<file path="config.mk">
export PLATFORM = sky130hd
export DESIGN_NAME = argb_modulate_alpha_blend_core
export DESIGN_NICKNAME = d
export VERILOG_FILES = /design/src/rtl/core/amab_pkg.sv /design/src/rtl/core/amab_modulate.sv /design/src/rtl/core/amab_mix.sv /design/src/rtl/core/amab_div.sv /design/src/rtl/core/argb_modulate_alpha_blend_core.sv
export SDC_FILE = /design/constraint.sdc
export NUM_CORES = 2
export LEC_CHECK = 0
export BUFFER_PORTS_ARGS = -buffer_cell sky130_fd_sc_hd__clkbuf_2
export CORE_MARGIN = 2
export CORE_UTILIZATION = 28
export DETAILED_ROUTE_END_ITERATION = 6
export PLACE_DENSITY = 0.42
export RECOVER_POWER = 50
export SLEW_MARGIN = 25
export SYNTH_ARGS = -nofsm -noshare
export SYNTH_HDL_FRONTEND = slang
export SYNTH_SLANG_ARGS = --single-unit
</file>
<file path="constraint.sdc">
create_clock -name clk_i -period 11.9 [get_ports clk_i]
set_input_delay 1.785 -clock clk_i [delete_from_list [all_inputs] [get_ports clk_i]]
set_output_delay 1.785 -clock clk_i [all_outputs]
set_load 0.02 [all_outputs]
</file>
<file path="src/rtl/core/amab_pkg.sv">
// Shared types and constants for the ARGB modulate and alpha blend core.
// Depends on nothing; every module of the core imports it.
`default_nettype none

package amab_pkg;

  // Pixel and channel geometry
  localparam int unsigned PixW     = 32;
  localparam int unsigned ChanW    = 8;
  localparam int unsigned NumChan  = 3;               // color channels: B, G, R
  localparam int unsigned NumAll   = PixW / ChanW;    // color channels plus alpha

  // Blend numerator and quotient widths
  localparam int unsigned NumW     = 17;
  localparam int unsigned QuoW     = 9;

  // Pipeline shape
  localparam int unsigned MixStages    = 3;
  localparam int unsigned DivStages    = 3;
  localparam int unsigned BitsPerStage = QuoW / DivStages;
  localparam int unsigned AmabLatency  = 2 + MixStages + DivStages;

  // Constants
  localparam logic [PixW-1:0]  ModBypass = 32'hFFFF_FFFF;
  localparam logic [ChanW-1:0] AlphaFull = 8'hFF;
  localparam logic [ChanW-1:0] AlphaZero = 8'h00;

  // One input item and one result item
  typedef struct packed {
    logic [PixW-1:0] source_pixel;
    logic [PixW-1:0] dest_pixel;
  } amab_in_t;

  typedef struct packed {
    logic [PixW-1:0] result_pixel;
    logic            write_enable;
  } amab_out_t;

  // Compositing case picked from the source and destination alpha
  typedef enum logic [1:0] {
    CASE_SKIP,
    CASE_COPY,
    CASE_OPAQUE,
    CASE_BLEND
  } amab_case_e;

  // Item state handed from the mix stages through the divider stages
  typedef struct packed {
    logic                              valid;
    amab_case_e                        kind;
    logic [PixW-1:0]                   src;
    logic [PixW-1:0]                   dst;
    logic [ChanW-1:0]                  oa;
    logic [NumChan*ChanW-1:0]          mix;
    logic [NumChan-1:0][NumW-1:0]      rem;
    logic [NumChan-1:0][QuoW-1:0]      quo;
  } amab_div_t;

endpackage

`default_nettype wire

</file>
<file path="src/rtl/core/amab_modulate.sv">
// First pipeline stage: scales each source channel by the modulation color.
// Depends on amab_pkg.
`default_nettype none

module amab_modulate import amab_pkg::*; (
  input  logic            clk_i,
  input  logic            rst_ni,
  input  logic            valid_i,
  input  amab_in_t        item_i,
  input  logic [PixW-1:0] mod_color_i,
  output logic            valid_o,
  output logic [PixW-1:0] src_o,
  output logic [PixW-1:0] dst_o
);

  logic                  valid_q;
  logic [PixW-1:0]       src_d, src_q;
  logic [PixW-1:0]       dst_q;
  logic [2*ChanW-1:0]    prod [NumAll];

  // Scale each channel as (s*m+128)>>8 unless the color is all ones
  always_comb begin
    src_d = item_i.source_pixel;
    for (int c = 0; c < NumAll; c++) begin
      prod[c] = {{ChanW{1'b0}}, item_i.source_pixel[c*ChanW +: ChanW]}
              * {{ChanW{1'b0}}, mod_color_i[c*ChanW +: ChanW]}
              + (2*ChanW)'(128);
      if (mod_color_i != ModBypass) begin
        src_d[c*ChanW +: ChanW] = prod[c][2*ChanW-1:ChanW];
      end
    end
  end

  // Advance the valid bit
  always_ff @(posedge clk_i or negedge rst_ni) begin
    if (!rst_ni) begin
      valid_q <= 1'b0;
    end else begin
      valid_q <= valid_i;
    end
  end

  // Hold the pixels
  always_ff @(posedge clk_i) begin
    src_q <= src_d;
    dst_q <= item_i.dest_pixel;
  end

  assign valid_o = valid_q;
  assign src_o   = src_q;
  assign dst_o   = dst_q;

endmodule

`default_nettype wire

</file>
<file path="src/rtl/core/amab_mix.sv">
// Three stages of products and sums: case select, output alpha, opaque mix
// and the blend numerators for the divider. Depends on amab_pkg.
`default_nettype none

module amab_mix import amab_pkg::*; (
  input  logic            clk_i,
  input  logic            rst_ni,
  input  logic            valid_i,
  input  logic [PixW-1:0] src_i,
  input  logic [PixW-1:0] dst_i,
  output amab_div_t       stage_o
);

  localparam int unsigned ProdW = 2 * ChanW;
  localparam int unsigned TriW  = 3 * ChanW;

  // Stage A signals
  logic [ChanW-1:0]  sa, da, inv;
  amab_case_e        kind_a_d;
  logic [ProdW-1:0]  s_sa_a_d [NumChan];
  logic [ProdW-1:0]  d_inv_a_d [NumChan];
  logic [ProdW-1:0]  d_da_a_d [NumChan];
  logic [ProdW-1:0]  da_inv_a_d;

  logic              valid_a_q;
  amab_case_e        kind_a_q;
  logic [PixW-1:0]   src_a_q, dst_a_q;
  logic [ChanW-1:0]  sa_a_q, inv_a_q;
  logic [ProdW-1:0]  s_sa_a_q [NumChan];
  logic [ProdW-1:0]  d_inv_a_q [NumChan];
  logic [ProdW-1:0]  d_da_a_q [NumChan];
  logic [ProdW-1:0]  da_inv_a_q;

  // Stage B signals
  logic [ProdW:0]            oa_sum;
  logic [ChanW-1:0]          oa_b_d;
  logic [ProdW:0]            mix_sum [NumChan];
  logic [NumChan*ChanW-1:0]  mix_b_d;
  logic [TriW-1:0]           t_b_d [NumChan];

  logic                      valid_b_q;
  amab_case_e                kind_b_q;
  logic [PixW-1:0]           src_b_q, dst_b_q;
  logic [ChanW-1:0]          oa_b_q;
  logic [NumChan*ChanW-1:0]  mix_b_q;
  logic [ProdW-1:0]          s_sa_b_q [NumChan];
  logic [TriW-1:0]           t_b_q [NumChan];

  // Stage C signals
  logic [TriW:0]                 t_rnd [NumChan];
  logic [NumW-1:0]               p_c [NumChan];
  logic [NumChan-1:0][NumW-1:0]  num_c_d;

  logic                          valid_c_q;
  amab_case_e                    kind_c_q;
  logic [PixW-1:0]               src_c_q, dst_c_q;
  logic [ChanW-1:0]              oa_c_q;
  logic [NumChan*ChanW-1:0]      mix_c_q;
  logic [NumChan-1:0][NumW-1:0]  num_c_q;

  // Stage A: pick the case and form the first products
  always_comb begin
    sa  = src_i[PixW-1 -: ChanW];
    da  = dst_i[PixW-1 -: ChanW];
    inv = AlphaFull - sa;
    priority if (sa == AlphaZero) begin
      kind_a_d = CASE_SKIP;
    end else if (sa == AlphaFull) begin
      kind_a_d = CASE_COPY;
    end else if (da == AlphaFull) begin
      kind_a_d = CASE_OPAQUE;
    end else begin
      kind_a_d = CASE_BLEND;
    end
    for (int c = 0; c < NumChan; c++) begin
      s_sa_a_d[c]  = {{ChanW{1'b0}}, src_i[c*ChanW +: ChanW]} * {{ChanW{1'b0}}, sa};
      d_inv_a_d[c] = {{ChanW{1'b0}}, dst_i[c*ChanW +: ChanW]} * {{ChanW{1'b0}}, inv};
      d_da_a_d[c]  = {{ChanW{1'b0}}, dst_i[c*ChanW +: ChanW]} * {{ChanW{1'b0}}, da};
    end
    da_inv_a_d = {{ChanW{1'b0}}, da} * {{ChanW{1'b0}}, inv};
  end

  // Stage B: output alpha, opaque mix and the triple product
  always_comb begin
    oa_sum = {1'b0, da_inv_a_q} + (ProdW+1)'(128);
    oa_b_d = sa_a_q + oa_sum[ProdW-1:ChanW];
    for (int c = 0; c < NumChan; c++) begin
      mix_sum[c] = {1'b0, s_sa_a_q[c]} + {1'b0, d_inv_a_q[c]} + (ProdW+1)'(128);
      mix_b_d[c*ChanW +: ChanW] = mix_sum[c][ProdW-1:ChanW];
      t_b_d[c] = {{ChanW{1'b0}}, d_da_a_q[c]} * {{ProdW{1'b0}}, inv_a_q};
    end
  end

  // Stage C: blend numerator plus half the divisor for rounding
  always_comb begin
    for (int c = 0; c < NumChan; c++) begin
      t_rnd[c]   = {1'b0, t_b_q[c]} + (TriW+1)'(128);
      p_c[c]     = {{(NumW-ProdW){1'b0}}, s_sa_b_q[c]} + NumW'(t_rnd[c][TriW:ChanW]);
      num_c_d[c] = p_c[c] + {{(NumW-ChanW+1){1'b0}}, oa_b_q[ChanW-1:1]};
    end
  end

  // Advance the valid bits
  always_ff @(posedge clk_i or negedge rst_ni) begin
    if (!rst_ni) begin
      valid_a_q <= 1'b0;
      valid_b_q <= 1'b0;
      valid_c_q <= 1'b0;
    end else begin
      valid_a_q <= valid_i;
      valid_b_q <= valid_a_q;
      valid_c_q <= valid_b_q;
    end
  end

  // Hold the stage payloads
  always_ff @(posedge clk_i) begin
    kind_a_q   <= kind_a_d;
    src_a_q    <= src_i;
    dst_a_q    <= dst_i;
    sa_a_q     <= sa;
    inv_a_q    <= inv;
    s_sa_a_q   <= s_sa_a_d;
    d_inv_a_q  <= d_inv_a_d;
    d_da_a_q   <= d_da_a_d;
    da_inv_a_q <= da_inv_a_d;

    kind_b_q   <= kind_a_q;
    src_b_q    <= src_a_q;
    dst_b_q    <= dst_a_q;
    oa_b_q     <= oa_b_d;
    mix_b_q    <= mix_b_d;
    s_sa_b_q   <= s_sa_a_q;
    t_b_q      <= t_b_d;

    kind_c_q   <= kind_b_q;
    src_c_q    <= src_b_q;
    dst_c_q    <= dst_b_q;
    oa_c_q     <= oa_b_q;
    mix_c_q    <= mix_b_q;
    num_c_q    <= num_c_d;
  end

  // Hand the item to the divider
  always_comb begin
    stage_o.valid = valid_c_q;
    stage_o.kind  = kind_c_q;
    stage_o.src   = src_c_q;
    stage_o.dst   = dst_c_q;
    stage_o.oa    = oa_c_q;
    stage_o.mix   = mix_c_q;
    stage_o.rem   = num_c_q;
    stage_o.quo   = '0;
  end

endmodule

`default_nettype wire

</file>
<file path="src/rtl/core/amab_div.sv">
// Pipelined restoring divider: divides each blend numerator by the output
// alpha, a few quotient bits per stage. Depends on amab_pkg.
`default_nettype none

module amab_div import amab_pkg::*; (
  input  logic      clk_i,
  input  logic      rst_ni,
  input  amab_div_t stage_i,
  output amab_div_t stage_o
);

  logic      vld_q [DivStages];
  amab_div_t pay_d [DivStages];
  amab_div_t pay_q [DivStages];

  // Try BitsPerStage quotient bits, highest first, on every channel
  function automatic amab_div_t div_steps(amab_div_t cur, int unsigned top_bit);
    amab_div_t       nxt;
    logic [NumW-1:0] dvs;
    int unsigned     b;
    nxt = cur;
    for (int c = 0; c < NumChan; c++) begin
      for (int k = 0; k < BitsPerStage; k++) begin
        b   = top_bit - k;
        dvs = {{(NumW-ChanW){1'b0}}, cur.oa} << b;
        if (nxt.rem[c] >= dvs) begin
          nxt.rem[c] = nxt.rem[c] - dvs;
          nxt.quo[c] = nxt.quo[c] | (QuoW'(1) << b);
        end
      end
    end
    return nxt;
  endfunction

  for (genvar s = 0; s < DivStages; s++) begin : g_stage
    amab_div_t in_s;
    logic      in_v;

    if (s == 0) begin : g_first
      assign in_s = stage_i;
      assign in_v = stage_i.valid;
    end else begin : g_next
      assign in_s = pay_q[s-1];
      assign in_v = vld_q[s-1];
    end

    // Resolve this stage's quotient bits
    always_comb begin
      pay_d[s] = div_steps(in_s, QuoW - 1 - s * BitsPerStage);
    end

    // Advance the valid bit
    always_ff @(posedge clk_i or negedge rst_ni) begin
      if (!rst_ni) begin
        vld_q[s] <= 1'b0;
      end else begin
        vld_q[s] <= in_v;
      end
    end

    // Hold the partial remainders and quotients
    always_ff @(posedge clk_i) begin
      pay_q[s] <= pay_d[s];
    end
  end

  // Present the finished item with its valid bit
  always_comb begin
    stage_o       = pay_q[DivStages-1];
    stage_o.valid = vld_q[DivStages-1];
  end

endmodule

`default_nettype wire

</file>
<file path="src/rtl/core/argb_modulate_alpha_blend_core.sv">
// ARGB8888 source-over compositor with optional color modulation.
// Depends on amab_pkg, amab_modulate, amab_mix and amab_div.
//
// Usage:
//   Input channel: drive in_item_i (source and destination pixel) and raise
//   start_i; the item is taken at every rising edge with start_i high and
//   busy_o low. busy_o stays low, so one pixel can enter every clock.
//   Result channel: result_valid_o is high for exactly one cycle per item,
//   with out_item_o holding the composited pixel and the write flag.
//   Results leave in input order at one per clock. The pipeline has one
//   modulation stage, three stages of products and sums, three divider
//   stages of three quotient bits each, and the output register.
//   Configuration: cfg_we_i writes cfg_wdata_i into the modulation color at
//   the next edge; write it only while no item is in flight.
//   Reset: clears all valid bits and sets the modulation color to all ones
//   (no modulation). The receiver cannot stall, so the pipeline never holds.
`default_nettype none

module argb_modulate_alpha_blend_core import amab_pkg::*; (
  input  logic            clk_i,
  input  logic            rst_ni,
  input  logic            start_i,
  output logic            busy_o,
  input  amab_in_t        in_item_i,
  input  logic            cfg_we_i,
  input  logic [PixW-1:0] cfg_wdata_i,
  output logic            result_valid_o,
  output amab_out_t       out_item_o
);

  logic            accept;
  logic [PixW-1:0] mod_color_q;
  logic            mod_valid;
  logic [PixW-1:0] mod_src, mod_dst;
  amab_div_t       mix_out;
  amab_div_t       div_out;
  amab_out_t       out_item_d, out_item_q;
  logic            out_valid_q;

  // Take an item every cycle
  assign busy_o = 1'b0;
  assign accept = start_i & ~busy_o;

  // Modulation color register
  always_ff @(posedge clk_i or negedge rst_ni) begin
    if (!rst_ni) begin
      mod_color_q <= ModBypass;
    end else if (cfg_we_i) begin
      mod_color_q <= cfg_wdata_i;
    end
  end

  amab_modulate u_modulate (
    .clk_i       (clk_i),
    .rst_ni      (rst_ni),
    .valid_i     (accept),
    .item_i      (in_item_i),
    .mod_color_i (mod_color_q),
    .valid_o     (mod_valid),
    .src_o       (mod_src),
    .dst_o       (mod_dst)
  );

  amab_mix u_mix (
    .clk_i   (clk_i),
    .rst_ni  (rst_ni),
    .valid_i (mod_valid),
    .src_i   (mod_src),
    .dst_i   (mod_dst),
    .stage_o (mix_out)
  );

  amab_div u_div (
    .clk_i   (clk_i),
    .rst_ni  (rst_ni),
    .stage_i (mix_out),
    .stage_o (div_out)
  );

  // Select the composited pixel by case
  always_comb begin
    out_item_d.result_pixel = div_out.src;
    out_item_d.write_enable = 1'b1;
    unique case (div_out.kind)
      CASE_SKIP: begin
        out_item_d.result_pixel = div_out.dst;
        out_item_d.write_enable = 1'b0;
      end
      CASE_COPY: begin
        out_item_d.result_pixel = div_out.src;
      end
      CASE_OPAQUE: begin
        out_item_d.result_pixel = {AlphaFull, div_out.mix};
      end
      CASE_BLEND: begin
        out_item_d.result_pixel[PixW-1 -: ChanW] = div_out.oa;
        for (int c = 0; c < NumChan; c++) begin
          out_item_d.result_pixel[c*ChanW +: ChanW] = div_out.quo[c][ChanW-1:0];
        end
      end
      default: begin
        out_item_d.result_pixel = div_out.src;
      end
    endcase
  end

  // Output strobe
  always_ff @(posedge clk_i or negedge rst_ni) begin
    if (!rst_ni) begin
      out_valid_q <= 1'b0;
    end else begin
      out_valid_q <= div_out.valid;
    end
  end

  // Output payload
  always_ff @(posedge clk_i) begin
    out_item_q <= out_item_d;
  end

  assign result_valid_o = out_valid_q;
  assign out_item_o     = out_item_q;

endmodule

`default_nettype wire

</file>
==> key figures <==
Status
  • Status: finished, violations left
  • Failing checks: max-capacitance violations, max-slew violations

Yosys
  • Main synth FF type: dfxtp_1
  • Synth Register Bits: 1151
  • Number of flops mapped to enable cells by yosys: 0
  • Yosys Warn Count: 0
  • Synth Instances: 8426
  • Synthesized cell area: 81540 um2
  • Mapped Nets: 10330
  • Ys async rst share: 3.475%
  • Post-synthesis cell type count: 99
  • Syn Area/Cell: 9.677 um2
  • Sequential cell area fraction in the yosys report: 28.55%

Detailed routing
  • ANT nets after route: 0
  • Routed wire length: 228700 um
  • Pre-antenna DRT Iters: 6
  • Initial DRC count: 2845
  • Vias: 56090
  • Via/cell ratio: 4.469
  • WL/cell: 18.22 um
  • DRC Markers: 0

Clocking
  • Post-CTS setup buffers: 0
  • Cts-stage hold buffer count: 0
  • Worst skew pair latency: 0.82 ns
  • Root Buffer: clkbuf_16
  • Clk buf depth: 4
  • Htree depth: 4
  • CTS Sinks: 1151
  • Clock transition at path regs: 0.07 ns
  • CTS resizes: 0
  • CTS Buf Count: 149
  • CTS tree: built

Timing
  • Final Cycle Share: 75.58%
  • Worst-margin pin slew: 2.703 ns
  • Setup TNS: 0 ns
  • RSZ-0062 raised after global routing: no
  • Endpoints failing hold: 0
  • Final Max Slew Viols: 336
  • Slew margin rel.: -80.18%
  • Final Setup Violations: 0
  • F_max: 111.2 MHz
  • Tmin final: 8.993 ns
  • Clk_skew: 0.06558 ns

Floorplan
  • Die Width: 543.6 um
  • Core ar.: 290300 um2
  • Die height: 543.6 um
  • Initial Util: 28.08%
  • Top-Level Pins: 135
  • Die ar.: 295500 um2
  • # rows: 198

Global routing
  • Largest net degree at the start of global routing: 65
  • Vias in the first global route: 58440
  • GR Overflow Total: 0
  • Initial antenna violation count: 23
  • First-pass GRT wire length: 352200 um
  • Overall routing resource usage: 15.56%

Worst setup path
  • Critical path's slowest cell: or4_1
  • CP peak stage delay: 0.91 ns
  • Worst Path Buf+Inv: 1
  • WS Path Type: register to register
  • Levels on crit path: 26
  • Critical Path End Type: register
  • WP data required: 12.58 ns
  • Critical Path AT: 9.68 ns
  • Worst R2R Path Depth: 26
  • CP Max Fanout: 18
  • R2R Setup Slk: 2.91 ns
  • Top delay family on crit path: compound AO/OA/AOI/OAI gates
  • Worst setup SP type: register

Job
  • Max-cap violations: 13

Min path
  • HP Class: register to register
  • Min-Delay Path Depth: 0

Place
  • Post-DP HPWL: 177700 um
  • Number of port buffers: 133
  • Gpl congestion: 0.8159

Cells and area
  • Net count, final: 10450
  • Fraction of layout cells with a size suffix above 1: 7.367%
  • Area Overhead vs Synth: 12.35%
final timing paths:
| kind | startpoint | to |
|---|---|---|
| worst max-delay path | u_div.pay_q[0][102] | u_div.pay_q[0][227] |
| worst min-delay path | u_div.pay_q[0][335] | u_div.pay_q[0][512] |
| worst max register to register | u_div.pay_q[0][102] | u_div.pay_q[0][227] |
| worst min register to register | u_div.pay_q[0][335] | u_div.pay_q[0][512] |
| max in group asynchronous | rst_ni | mod_color_q[30] |
| min in group asynchronous | rst_ni | u_div.g_stage[2].in_v |
flip-flops by register name (all words and copies together) (netlist names), 33 cells and up:
register and flops:
u_mix.d_da_a_q 48, u_div.pay_q 441, out_item_o 33, u_mix.s_sa_b_q 48
u_mix.s_sa_a_q 48, u_mix.stage_o 51, u_mix.t_b_q 51, u_mix.d_inv_a_q 48
synthesized netlist by cell type (108+ instances only):
cell / count / area share (%)
nand2_1: 865 / 4.0
a21oi_1: 347 / 2.1
ha_1: 1008 / 15
fa_1: 797 / 20
nor2b_1: 199 / 1.5
xnor2_1: 311 / 3.3
nor2_1: 352 / 1.6
and2_1: 543 / 4.2
clkbuf_1: 217 / 1.0
o21ai_0: 236 / 1.4
xor2_1: 119 / 1.3
inv_1: 1200 / 5.5
a21o_1: 108 / 0.99
dfxtp_1: 1111 / 27
placed cells by master (no fill, tap or decap), types with 30 or more instances in the layout:
cell and n:
nor2_1 352, mux2_2 103, nor3_1 57, dfstp_2 32, nor2b_1 199, clkbuf_1 44
a21boi_0 30, fa_1 797, nand3_1 84, and2_1 542, o21bai_1 56, nand4_1 61
nand2_1 864, and3_1 33, a21oi_1 347, ha_1 1008, nand2b_1 65, o21a_1 47
buf_4 48, o21ai_0 236, clkbuf_2 133, xor2_1 119, xnor2_1 311, a21o_1 108
dfxtp_1 1103, inv_1 1200, clkbuf_16 153
cells by family after synthesis:
kind of cell | Yosys count | share of synthesized area [%]
XOR/XNOR | 430 | 4.619
multiplexers | 158 | 2.494
AND/OR/NAND/NOR | 2393 | 14.59
adder cells (fa/ha/maj) | 1806 | 35.05
flip-flops | 1151 | 28.55
other | 1 | 0.004599
AO/OA/AOI/OAI | 1041 | 7.993
buffers and inverters | 1446 | 6.703
final cells by class:
| type | count | area [um2] |
|---|---|---|
| tap | 3900 | 4880 |
| fill | 30230 | 198700 |
| clock inverter | 69 | 857.1 |
| inverter | 1204 | 4519 |
| multi-input combinational | 5829 | 52810 |
| antenna | 6 | 15.01 |
| timing repair buffer | 205 | 1116 |
| clock buffer | 189 | 4124 |
| sequential | 1151 | 23290 |
routing by layer:
metal  track usage, %  up-vias  part of all wire [%]
li1                 -    27350                     -
met1            21.31    27560                    48
met2            25.88      890                    46
met3            1.869      287                   3.6
met4            3.856        0                   2.5
met5                0        -                     0
per-stage QoR:
stage | cell area [um2] | util (%) | cells | worst slack (ns) | hold slack (ns)
after global routing | 91600 | 31.55 | 12550 | 1.981 | 0.2853
after detailed placement | 86700 | 29.86 | 12290 | 2.954 | 0.3120
final | 91610 | 31.55 | 12550 | 2.907 | 0.2783
after global placement | 86700 | 29.86 | 12290 | 3.045 | 0.3099
after CTS | 91680 | 31.58 | 12550 | 2.918 | 0.2791
after floorplan | 81540 | - | 8426 | 4.315 | 0.3096
Power is left out: the tool's default activity adds up to more than one toggle a clock period on the data nets, which glitch-free logic cannot reach.
